$ cat src/rtl/gsolv_pkg.sv
// shared types and constants of the gaussian elimination solver
package gsolv_pkg;

    localparam int DW        = 32;
    localparam int FRAC      = 16;
    localparam int CFG_DW    = 32;
    localparam int CFG_AW    = 3;
    localparam int OW        = 4;
    localparam int OUT_IW    = 3;
    localparam int REG_ORDER = 0;
    localparam logic [OW-1:0] ORDER_RESET = 4'd3;

    typedef enum logic [4:0] {
        S_LOAD,
        S_PIV_RD,
        S_PIV_CHK,
        S_ROW_RD,
        S_ROW_DIV,
        S_ROW_WAIT,
        S_K_RD,
        S_K_MUL,
        S_K_WR,
        S_LAST_RD,
        S_LAST_CHK,
        S_B_RD,
        S_B_ACC,
        S_B_DIV,
        S_B_WAIT,
        S_EMIT,
        S_ERR
    } t_state;

    typedef struct packed {
        logic mem_we;
        logic wsel_in;
        logic mul_ld;
        logic back;
        logic acc_ld_mem;
        logic acc_ld_ms;
        logic piv_ld;
        logic div_start;
        logic ratio_ld;
        logic sol_we;
        logic sol_rd;
        logic out_ld;
        logic out_sing;
        logic out_last;
    } t_cmd;

    typedef struct packed {
        logic rd_b_zero;
        logic div_done;
        logic div_busy;
        logic out_free;
    } t_sts;

endpackage

$ cat src/rtl/gsolv_ctrl.sv
// controller: load sequencing, elimination and back substitution loops, result emission
module gsolv_ctrl #(
    parameter int MAX_ORDER = 8
) (
    input  logic                          i_clk,
    input  logic                          i_rst_n,
    input  logic [$clog2(MAX_ORDER+1)-1:0] i_n,
    input  logic                          i_cfg_wr,
    input  logic                          i_in_valid,
    output logic                          o_in_stall,
    input  gsolv_pkg::t_sts               i_sts,
    output gsolv_pkg::t_cmd               o_cmd,
    output logic [$clog2(MAX_ORDER*(MAX_ORDER+1))-1:0] o_waddr,
    output logic [$clog2(MAX_ORDER*(MAX_ORDER+1))-1:0] o_raddr_a,
    output logic [$clog2(MAX_ORDER*(MAX_ORDER+1))-1:0] o_raddr_b,
    output logic [$clog2(MAX_ORDER)-1:0]  o_sol_widx,
    output logic [$clog2(MAX_ORDER)-1:0]  o_sol_ridx,
    output logic [$clog2(MAX_ORDER+1)-1:0] o_out_idx
);
    localparam int ROW_LEN = MAX_ORDER + 1;
    localparam int AW      = $clog2(MAX_ORDER * ROW_LEN);
    localparam int NW      = $clog2(MAX_ORDER + 1);
    localparam int IW      = $clog2(MAX_ORDER);

    gsolv_pkg::t_state r_state, n_state;
    logic [NW-1:0] r_i, n_i, r_j, n_j, r_k, n_k;
    logic          r_back, n_back;
    logic [NW-1:0] n_m1;
    logic          accept;

    function automatic logic [AW-1:0] f_addr(input logic [NW-1:0] row,
                                             input logic [NW-1:0] col);
        return AW'(row * ROW_LEN + col);
    endfunction

    assign n_m1   = i_n - 1'b1;
    assign accept = i_in_valid && !o_in_stall;

    always_ff @(posedge i_clk) begin
        if (!i_rst_n) begin
            r_state <= gsolv_pkg::S_LOAD;
            r_i     <= '0;
            r_j     <= '0;
            r_k     <= '0;
            r_back  <= 1'b0;
        end else begin
            r_state <= n_state;
            r_i     <= n_i;
            r_j     <= n_j;
            r_k     <= n_k;
            r_back  <= n_back;
        end
    end

    always_comb begin
        n_state    = r_state;
        n_i        = r_i;
        n_j        = r_j;
        n_k        = r_k;
        n_back     = r_back;
        o_cmd      = '0;
        o_cmd.back = r_back;
        o_in_stall = 1'b1;
        o_waddr    = f_addr(r_j, r_k);
        o_raddr_a  = f_addr(r_j, r_i);
        o_raddr_b  = f_addr(r_i, r_i);
        o_sol_widx = r_i[IW-1:0];
        o_sol_ridx = r_j[IW-1:0];
        o_out_idx  = r_i;

        case (r_state)
            gsolv_pkg::S_LOAD: begin
                // r_j is the row and r_k the column while loading
                o_in_stall    = 1'b0;
                o_cmd.wsel_in = 1'b1;
                if (i_cfg_wr) begin
                    n_j = '0;
                    n_k = '0;
                end else if (accept) begin
                    o_cmd.mem_we = 1'b1;
                    if (r_k == i_n) begin
                        n_k = '0;
                        if (r_j == n_m1) begin
                            n_j    = '0;
                            n_i    = '0;
                            n_back = 1'b0;
                            n_state = (i_n == NW'(1)) ? gsolv_pkg::S_LAST_RD
                                                      : gsolv_pkg::S_PIV_RD;
                        end else begin
                            n_j = r_j + 1'b1;
                        end
                    end else begin
                        n_k = r_k + 1'b1;
                    end
                end
            end
            gsolv_pkg::S_PIV_RD: begin
                o_raddr_b = f_addr(r_i, r_i);
                n_state   = gsolv_pkg::S_PIV_CHK;
            end
            gsolv_pkg::S_PIV_CHK: begin
                if (i_sts.rd_b_zero) begin
                    n_state = gsolv_pkg::S_ERR;
                end else begin
                    o_cmd.piv_ld = 1'b1;
                    n_j          = r_i + 1'b1;
                    n_state      = gsolv_pkg::S_ROW_RD;
                end
            end
            gsolv_pkg::S_ROW_RD: begin
                o_raddr_a = f_addr(r_j, r_i);
                n_state   = gsolv_pkg::S_ROW_DIV;
            end
            gsolv_pkg::S_ROW_DIV: begin
                o_cmd.div_start = 1'b1;
                n_state         = gsolv_pkg::S_ROW_WAIT;
            end
            gsolv_pkg::S_ROW_WAIT: begin
                if (i_sts.div_done) begin
                    o_cmd.ratio_ld = 1'b1;
                    n_k            = '0;
                    n_state        = gsolv_pkg::S_K_RD;
                end
            end
            gsolv_pkg::S_K_RD: begin
                o_raddr_a    = r_back ? f_addr(r_i, r_j) : f_addr(r_j, r_k);
                o_raddr_b    = f_addr(r_i, r_k);
                o_sol_ridx   = r_j[IW-1:0];
                o_cmd.sol_rd = 1'b1;
                n_state      = gsolv_pkg::S_K_MUL;
            end
            gsolv_pkg::S_K_MUL: begin
                o_cmd.mul_ld = 1'b1;
                n_state      = gsolv_pkg::S_K_WR;
            end
            gsolv_pkg::S_K_WR: begin
                if (r_back) begin
                    o_cmd.acc_ld_ms = 1'b1;
                    if (r_j == n_m1) begin
                        n_state = gsolv_pkg::S_B_DIV;
                    end else begin
                        n_j     = r_j + 1'b1;
                        n_state = gsolv_pkg::S_K_RD;
                    end
                end else begin
                    o_cmd.mem_we = 1'b1;
                    o_waddr      = f_addr(r_j, r_k);
                    if (r_k != i_n) begin
                        n_k     = r_k + 1'b1;
                        n_state = gsolv_pkg::S_K_RD;
                    end else if (r_j != n_m1) begin
                        n_j     = r_j + 1'b1;
                        n_state = gsolv_pkg::S_ROW_RD;
                    end else if (r_i + 1'b1 != n_m1) begin
                        n_i     = r_i + 1'b1;
                        n_state = gsolv_pkg::S_PIV_RD;
                    end else begin
                        n_state = gsolv_pkg::S_LAST_RD;
                    end
                end
            end
            gsolv_pkg::S_LAST_RD: begin
                o_raddr_b = f_addr(n_m1, n_m1);
                n_state   = gsolv_pkg::S_LAST_CHK;
            end
            gsolv_pkg::S_LAST_CHK: begin
                if (i_sts.rd_b_zero) begin
                    n_state = gsolv_pkg::S_ERR;
                end else begin
                    n_i     = n_m1;
                    n_back  = 1'b1;
                    n_state = gsolv_pkg::S_B_RD;
                end
            end
            gsolv_pkg::S_B_RD: begin
                o_raddr_a = f_addr(r_i, i_n);
                o_raddr_b = f_addr(r_i, r_i);
                n_state   = gsolv_pkg::S_B_ACC;
            end
            gsolv_pkg::S_B_ACC: begin
                o_cmd.acc_ld_mem = 1'b1;
                o_cmd.piv_ld     = 1'b1;
                n_j              = r_i + 1'b1;
                n_state = (r_i == n_m1) ? gsolv_pkg::S_B_DIV : gsolv_pkg::S_K_RD;
            end
            gsolv_pkg::S_B_DIV: begin
                o_cmd.div_start = 1'b1;
                n_state         = gsolv_pkg::S_B_WAIT;
            end
            gsolv_pkg::S_B_WAIT: begin
                if (i_sts.div_done) begin
                    o_cmd.sol_we = 1'b1;
                    o_sol_widx   = r_i[IW-1:0];
                    if (r_i == '0) begin
                        n_state = gsolv_pkg::S_EMIT;
                    end else begin
                        n_i     = r_i - 1'b1;
                        n_state = gsolv_pkg::S_B_RD;
                    end
                end
            end
            gsolv_pkg::S_EMIT: begin
                o_sol_ridx = r_i[IW-1:0];
                o_out_idx  = r_i;
                if (i_sts.out_free) begin
                    o_cmd.out_ld   = 1'b1;
                    o_cmd.out_last = (r_i == n_m1);
                    if (r_i == n_m1) begin
                        n_i     = '0;
                        n_j     = '0;
                        n_k     = '0;
                        n_back  = 1'b0;
                        n_state = gsolv_pkg::S_LOAD;
                    end else begin
                        n_i = r_i + 1'b1;
                    end
                end
            end
            gsolv_pkg::S_ERR: begin
                if (i_sts.out_free) begin
                    o_cmd.out_ld   = 1'b1;
                    o_cmd.out_sing = 1'b1;
                    o_cmd.out_last = 1'b1;
                    n_i     = '0;
                    n_j     = '0;
                    n_k     = '0;
                    n_back  = 1'b0;
                    n_state = gsolv_pkg::S_LOAD;
                end
            end
            default: begin
                n_state = gsolv_pkg::S_LOAD;
            end
        endcase
    end

    a_div_idle: assert property (@(posedge i_clk) disable iff (!i_rst_n)
        o_cmd.div_start |-> !i_sts.div_busy)
        else $error("divider started while busy");

    a_out_free: assert property (@(posedge i_clk) disable iff (!i_rst_n)
        o_cmd.out_ld |-> i_sts.out_free)
        else $error("result loaded over a pending result");

    a_last_load: assert property (@(posedge i_clk) disable iff (!i_rst_n)
        (o_cmd.out_ld && o_cmd.out_last) |=> (r_state == gsolv_pkg::S_LOAD))
        else $error("run did not return to loading after its last result");

    a_sing_last: assert property (@(posedge i_clk) disable iff (!i_rst_n)
        o_cmd.out_sing |-> o_cmd.out_last)
        else $error("singular result not marked last");

endmodule

$ cat config.mk
export PLATFORM = sky130hd
export DESIGN_NAME = gsolv_ctrl
export DESIGN_NICKNAME = d
export VERILOG_FILES = /design/src/rtl/gsolv_pkg.sv /design/src/rtl/gsolv_ctrl.sv
export SDC_FILE = /design/constraint.sdc
export NUM_CORES = 1
export LEC_CHECK = 0
export BUFFER_PORTS_ARGS = -buffer_cell sky130_fd_sc_hd__clkbuf_2
export CORE_UTILIZATION = 59
export CTS_CLUSTER_DIAMETER = 100
export DETAILED_ROUTE_END_ITERATION = 6
export GPL_TIMING_DRIVEN = 0
export PLACE_DENSITY = 0.89
export SYNTH_ARGS = -nofsm -noshare
export SYNTH_HDL_FRONTEND = slang
export SYNTH_SLANG_ARGS = --single-unit
$ cat constraint.sdc
create_clock -name i_clk -period 2.95 [get_ports i_clk]
set_clock_uncertainty 0.05 [all_clocks]
set_input_delay 0.1475 -clock i_clk [delete_from_list [all_inputs] [get_ports i_clk]]
set_output_delay 0.1475 -clock i_clk [all_outputs]
set_load 0.01 [all_outputs]
; ---- Yosys cells after proc, flatten, opt, wreduce, memory -nomap -nowiden
; Cells that the tools add are included.
[totals]
regBits = 18
input_bits = 12
elab_cells = 168
[classes]
addsub = 12
multipliers = 3
n_eq_ne = 45
mux = 90
reduce_logical = 13
[op_table]
columns = op, count
row1 = 4-bit 2-to-1 mux, 35
row2 = 5-bit case mux with 17 select lines, 1
row3 = 5-bit 2-to-1 mux, 14
row4 = 7-bit by 4-bit adder with 7-bit output, 7
row5 = 4-bit case mux with 6 select lines, 2
row6 = "5-bit by 4-bit == test with 1-bit output, second input constant", 8
row7 = "2-bit != test, second input constant", 15
row8 = 7-bit case mux with 2 select lines, 2
row9 = 1-bit 2-to-1 mux, 26
row10 = "4-bit by 4-bit multiplier with 7-bit output, second input constant", 3
row11 = "5-bit by 3-bit == test with 1-bit output, second input constant", 4
row12 = 4-bit case mux with 5 select lines, 1
row13 = 9-bit AND reduction, 2
row14 = 14-bit AND reduction, 1
row15 = "4-bit by 1-bit adder with 4-bit output, second input constant", 3
row16 = 4-bit == test, 3
row17 = "3-bit != test, second input constant", 4
row18 = 4-bit != test, 3
row19 = 6-bit nonzero test, 2
row20 = "5-bit by 2-bit == test with 1-bit output, second input constant", 2
row21 = 10-bit AND reduction, 1
row22 = 3-bit 2-to-1 mux, 3
row23 = 1-bit case mux with 2 select lines, 4
row24 = 8-bit AND reduction, 1
row25 = other kinds (14), 16

; ---- Depth between registers and ports, before layout
[depth]
ltp_word = 7
depth_mapped = 14

; ---- Worst setup path before layout
; No wires, ideal clock.
[synth_timing]
path_type = register to output
from = reg r_state[3]
to = out o_raddr_b[6]
arrival_ns = 2.744
slack_ns = 0.009
path_stages_with_launch = 15
path_buffers = 2
path_cell_list = dfxtp_1 -> buf_2 -> buf_2 -> nor2_1 -> nand2_1 -> clkinv_1 -> nand2_1 -> o21ai_0 -> ha_1 -> fa_1 -> a21o_1 -> a21oi_1 -> nor2_1 -> xnor2_1 -> a21oi_1
[synth_via]
elab_chain_len = 2
[synth_rtl]
columns = item, line_no
row1 = from (decl), gsolv_ctrl.sv:25  ; gsolv_pkg::t_state r_state, n_state;
row2 = from (signal assigned), gsolv_ctrl.sv:41  ; r_state <= gsolv_pkg::S_LOAD;
row3 = from (signal assigned), gsolv_ctrl.sv:47  ; r_state <= n_state;
row4 = 5-bit by 4-bit == test with 1-bit output / 5-bit by 3-bit == test with 1-bit output (equally long branches), gsolv_ctrl.sv:71  ; case (r_state)
row5 = 7-bit case mux with 2 select lines *, gsolv_ctrl.sv:71
row6 = to (decl), gsolv_ctrl.sv:15  ; output logic [$clog2(MAX_ORDER*(MAX_ORDER+1))-1:0] o_raddr_b,
; Mark *: on every way between the ends. The rest lies on a longest branch, timed or not.

; ---- Final worst setup path
[layout_timing]
from = reg r_state[1]
to = out o_raddr_b[6]
; Same word-level chain as after synthesis.

==> report_table.html <==
<table>
<tr><th>Metric</th><th>Value</th></tr>
<tr><th colspan="2">Worst setup path</th></tr>
<tr><td>Reg-to-reg endpoint</td><td>o_out_idx[3]</td></tr>
<tr><td>Slowest stage cell on the critical path</td><td>dfxtp_4</td></tr>
<tr><td>Reg2Reg Setup Slack</td><td>0.20 ns</td></tr>
<tr><td>Critical-path maximum fanout</td><td>8</td></tr>
<tr><td>Required time worst endpoint</td><td>approximately 2.8 ns</td></tr>
<tr><td>Capturing element type of the critical path</td><td>output pin</td></tr>
<tr><td>Crit path max-delay family</td><td>compound AO/OA/AOI/OAI gates</td></tr>
<tr><td>List of cells traversed by the critical path</td><td>and3b_2 &gt; nand2_2 &gt; inv_4 &gt; nand2_1 &gt; o21ai_0 &gt; ha_2 &gt; fa_2 &gt; a21o_1 &gt; a21oi_2 &gt; nor2_1 &gt; xnor2_1 &gt; a21oi_1 &gt; buf_2</td></tr>
<tr><td>Sum of buffers and inverters on the critical path</td><td>2</td></tr>
<tr><td>R2R Path Start</td><td>r_state[3]</td></tr>
<tr><td>Setup crit start kind</td><td>flip-flop</td></tr>
<tr><td>Type of the worst setup path</td><td>flip-flop to output pin</td></tr>
<tr><td>Worst stage delay on the critical path</td><td>between 0.3 and 0.4 ns</td></tr>
<tr><td>Cell depth of the worst flop-to-flop path</td><td>9</td></tr>
<tr><td>WP data arrival</td><td>2.67 ns</td></tr>
<tr><th colspan="2">STA</th></tr>
<tr><td>Post-route fraction of the period consumed by the critical path</td><td>97.06%</td></tr>
<tr><td>Maximum operating frequency</td><td>349.3 MHz</td></tr>
<tr><td>Worst rel slew slack</td><td>55.52%</td></tr>
<tr><td>Actual transition at the worst max-transition pin</td><td>0.6658 ns</td></tr>
<tr><td>Hold violation total from the final report</td><td>0</td></tr>
<tr><td>Post-layout min period</td><td>roughly 2.9 ns</td></tr>
<tr><td>Final-report max-slew violation count</td><td>0</td></tr>
<tr><td>Number of failing setup endpoints in the final timing report</td><td>0</td></tr>
<tr><th colspan="2">Finish</th></tr>
<tr><td>Commonest non-fill, non-tap cell in the layout</td><td>clkbuf_2</td></tr>
<tr><td>Final non-filler cell total</td><td>583</td></tr>
<tr><td>Final core utilization</td><td>between 70% and 80%</td></tr>
<tr><td>Diode insertion count for antenna repair</td><td>0</td></tr>
<tr><td>Area growth from synthesis to layout</td><td>13.52%</td></tr>
<tr><td>Net count of the finished layout</td><td>563</td></tr>
<tr><td>Layout cell share with drive strength beyond 1</td><td>21.72%</td></tr>
<tr><td>Most frequent cells in the layout</td><td>55 x clkbuf_2, 54 x nand2_1, 32 x nor2_1, 32 x ha_1</td></tr>
<tr><th colspan="2">Min path</th></tr>
<tr><td>Cells on Worst Hold Path</td><td>3</td></tr>
<tr><td>Hold Path Sink</td><td>r_state[4]</td></tr>
<tr><td>Kind of path behind the tightest hold check</td><td>input port to flip-flop</td></tr>
<tr><td>Origin of the worst min-delay path</td><td>i_sts[0]</td></tr>
<tr><th colspan="2">Placement</th></tr>
<tr><td>Dpl hpwl</td><td>approximately 8.7 mm</td></tr>
<tr><td>Final weighted congestion in routability-driven placement</td><td>0.9765</td></tr>
<tr><td>Placed cells</td><td>about 580</td></tr>
<tr><td>Port-buffer cells</td><td>56</td></tr>
<tr><th colspan="2">Drt</th></tr>
<tr><td>Iteration-0 DRC Markers</td><td>520</td></tr>
<tr><td>DRT Pass-1 Iters</td><td>6</td></tr>
<tr><td>WL per Instance</td><td>19.58 µm</td></tr>
<tr><td>Remaining design rule violation count</td><td>0</td></tr>
<tr><td>Number of vias in the routed layout</td><td>between 3000 and 4000</td></tr>
<tr><td>Remaining antenna violation count after routing</td><td>0</td></tr>
<tr><td>Via density per instance</td><td>around 6.6</td></tr>
<tr><td>Total Routed Length</td><td>11.42 mm</td></tr>
<tr><th colspan="2">Synth</th></tr>
<tr><td>Top FF cell, synth</td><td>dfxtp_1</td></tr>
<tr><td>Netlist cell types</td><td>77</td></tr>
<tr><td>Share of synthesized cell area in full adder, half adder and majority cells</td><td>15.22%</td></tr>
<tr><td>Flip-flop and latch count after synthesis</td><td>18</td></tr>
<tr><td>Sequential cell area fraction in the yosys report</td><td>10.44%</td></tr>
<tr><td>Basic-gate share of the synthesized area counting and, or, nand and nor cells</td><td>about a quarter</td></tr>
<tr><td>Xor and xnor area share after synthesis</td><td>13.48%</td></tr>
<tr><td>Share of synthesized area spent on multiplexers</td><td>under 10%</td></tr>
<tr><td>Post-Syn Instances</td><td>roughly 450</td></tr>
<tr><td>Nets in the synthesized netlist</td><td>504</td></tr>
<tr><td>Total standard cell area after synthesis</td><td>between 0.003 and 0.004 mm²</td></tr>
<tr><td>Number of enable-type register cells in the synthesized netlist</td><td>0</td></tr>
<tr><td>Compound-cell area share of the yosys netlist</td><td>24.90%</td></tr>
<tr><td>Synthesized area per cell</td><td>about 7.6 µm²</td></tr>
<tr><td>Fraction of registers with async set or reset after synthesis</td><td>0%</td></tr>
<tr><td>Main combinational cell family by area after synthesis</td><td>simple AND/OR/NAND/NOR gates</td></tr>
<tr><td>Synth warnings</td><td>0</td></tr>
<tr><th colspan="2">Clocking</th></tr>
<tr><td>Root Buffer Master</td><td>clkbuf_8</td></tr>
<tr><td>TritonCTS Buffers</td><td>3</td></tr>
<tr><td>CTS max path bufs</td><td>2</td></tr>
<tr><td>CTS tree</td><td>yes</td></tr>
<tr><td>Clock slew at reported path FFs</td><td>0.09 ns</td></tr>
<tr><td>Clock Sink Count</td><td>18</td></tr>
<tr><td>Deepest level of the CTS H-tree</td><td>1</td></tr>
<tr><td>Insertion delay to the later sink of the worst-skew pair</td><td>0.27 ns</td></tr>
<tr><td>Hold-fix buffers, CTS</td><td>0</td></tr>
<tr><th colspan="2">Pwr</th></tr>
<tr><td>Leak Pwr</td><td>1.830 nW</td></tr>
<tr><td>Power density over the cells</td><td>between 150 and 200 mW/mm²</td></tr>
<tr><td>Peak supply drop</td><td>0.0001435 V</td></tr>
<tr><th colspan="2">Global routing</th></tr>
<tr><td>Total GRT Usage</td><td>37.10%</td></tr>
<tr><td>Antenna violations before repair</td><td>0</td></tr>
<tr><td>Vias in the first global route</td><td>about 3500</td></tr>
<tr><td>Global route overflow</td><td>0</td></tr>
<tr><td>Wire length of the first global-routing pass</td><td>17.72 mm</td></tr>
<tr><td>Pin count of the biggest net entering global routing</td><td>20</td></tr>
<tr><th colspan="2">Floorplan</th></tr>
<tr><td>Floorplan die area</td><td>0.006161 mm²</td></tr>
<tr><td>Horizontal die dimension</td><td>between 70 and 80 µm</td></tr>
<tr><td>Starting Density</td><td>61.93%</td></tr>
<tr><td>Core area</td><td>about 0.0056 mm²</td></tr>
<tr><td>IO Pins</td><td>58</td></tr>
<tr><td>Height of the die</td><td>78.49 µm</td></tr>
<tr><td>FP Rows</td><td>27</td></tr>
<tr><th colspan="2">Status</th></tr>
<tr><td>Run status</td><td>complete, no violations</td></tr>
<tr><th colspan="2">Flow run</th></tr>
<tr><td># Max-Cap Violations</td><td>0</td></tr>
</table>
worst max path at each step:
stage | start | endpoint | slack (ns) | cells after the start
after floorplan | r_state[3] | o_raddr_b[6] | 0.009 | 14
after global placement | r_state[3] | o_raddr_b[6] | -0.40 | 15
after detailed placement | r_state[3] | o_raddr_b[5] | -0.43 | 14
after CTS | r_state[1] | o_raddr_b[6] | 0.03 | 13
after global routing | r_state[1] | o_raddr_b[6] | -0.01 | 13
final | r_state[1] | o_raddr_b[6] | 0.09 | 13
stage by stage:
stage / setup slack, ns / total power, mW / instance area (µm²) / hold slack [ns] / TNS (ns)
global route: -0.01013 / 0.7673 / 3919 / 0.2012 / -0.01013
floorplan: 0.008886 / 0.4367 / 3452 / 0.2810 / 0
global placement: -0.4003 / 0.5050 / 3822 / 0.4846 / -1.103
CTS: 0.03077 / 0.7279 / 3904 / 0.1914 / 0
detailed placement: -0.4284 / 0.5131 / 3822 / 0.4893 / -1.288
finish: 0.08676 / 0.7379 / 3919 / 0.2016 / 0
what timing repair did:
item	4_1_cts	5_1_grt
endpoints found under the setup margin	7	5
resized for setup	11	11
buffers inserted	3	0
pin swaps	1	3
gates cloned	0	0
Yosys cell counts, types with 4 or more instances:
master | n | area [µm²]
a211oi_1 | 6 | 45.04
a21o_1 | 10 | 75.07
a21oi_1 | 24 | 120.1
and2_1 | 4 | 25.02
and3_1 | 6 | 37.54
buf_2 | 13 | 65.06
buf_4 | 4 | 30.03
clkbuf_1 | 12 | 45.04
dfxtp_1 | 18 | 360.4
fa_1 | 5 | 100.1
ha_1 | 34 | 425.4
inv_1 | 15 | 56.30
mux2i_1 | 11 | 110.1
nand2_1 | 55 | 206.5
nand2b_1 | 9 | 56.30
nand3_1 | 13 | 65.06
nand4_1 | 4 | 25.02
nor2_1 | 33 | 123.9
nor2b_1 | 6 | 37.54
nor3_1 | 5 | 25.02
nor3b_1 | 4 | 30.03
o21ai_0 | 23 | 115.1
o221ai_1 | 7 | 61.31
o22ai_1 | 4 | 25.02
o2bb2ai_1 | 5 | 43.79
xnor2_1 | 24 | 210.2
xor2_1 | 24 | 210.2
power by group:
group / switching [mW] / internal, mW / total (mW)
logic: 0.145 / 0.105 / 0.250
registers: 0.0169 / 0.247 / 0.264
clock network: 0.104 / 0.119 / 0.224
sequential cells by signal (all words and copies together) (netlist names):
register   flops
r_state        5
o_out_idx      4
r_j            4
r_k            4
r_back         1
worst reg2reg max path, stage by stage, from the launching register on:
cell,delay (ns)
dfxtp_1,0.33
buf_6,0.13
buf_4,0.19
nor2b_1,0.26
nand2_1,0.14
clkbuf_1,0.47
o211a_1,0.34
nand4_1,0.18
nor3_4,0.38
mux2i_1,0.23
kinds of logic after synthesis:
kind of cell,count (synthesis)
compound gates,119
xor+xnor,50
fa+ha+maj,39
buf+inv,47
flops,18
mux,12
simple gates,168
area by class of cell:
| type | count | area [µm²] |
|---|---|---|
| buffer | 26 | 151.4 |
| clock buffer | 4 | 55.05 |
| fill | 489 | 1655 |
| inverter | 16 | 62.56 |
| multi-input combinational | 388 | 2887 |
| sequential | 18 | 370.4 |
| tap | 72 | 90.09 |
| timing repair buffer | 59 | 302.8 |
metal layers:
metal  GRT usage (%)  wire (µm)  vias to the layer above
met1           49.23       4699                     1772
li1                -          -                     1756
met2           60.79       5161                      274
met3           5.814       1253                       38
met4           12.41        300                        0
met5               0          0                        -
(Power assumes the default switching activity.)
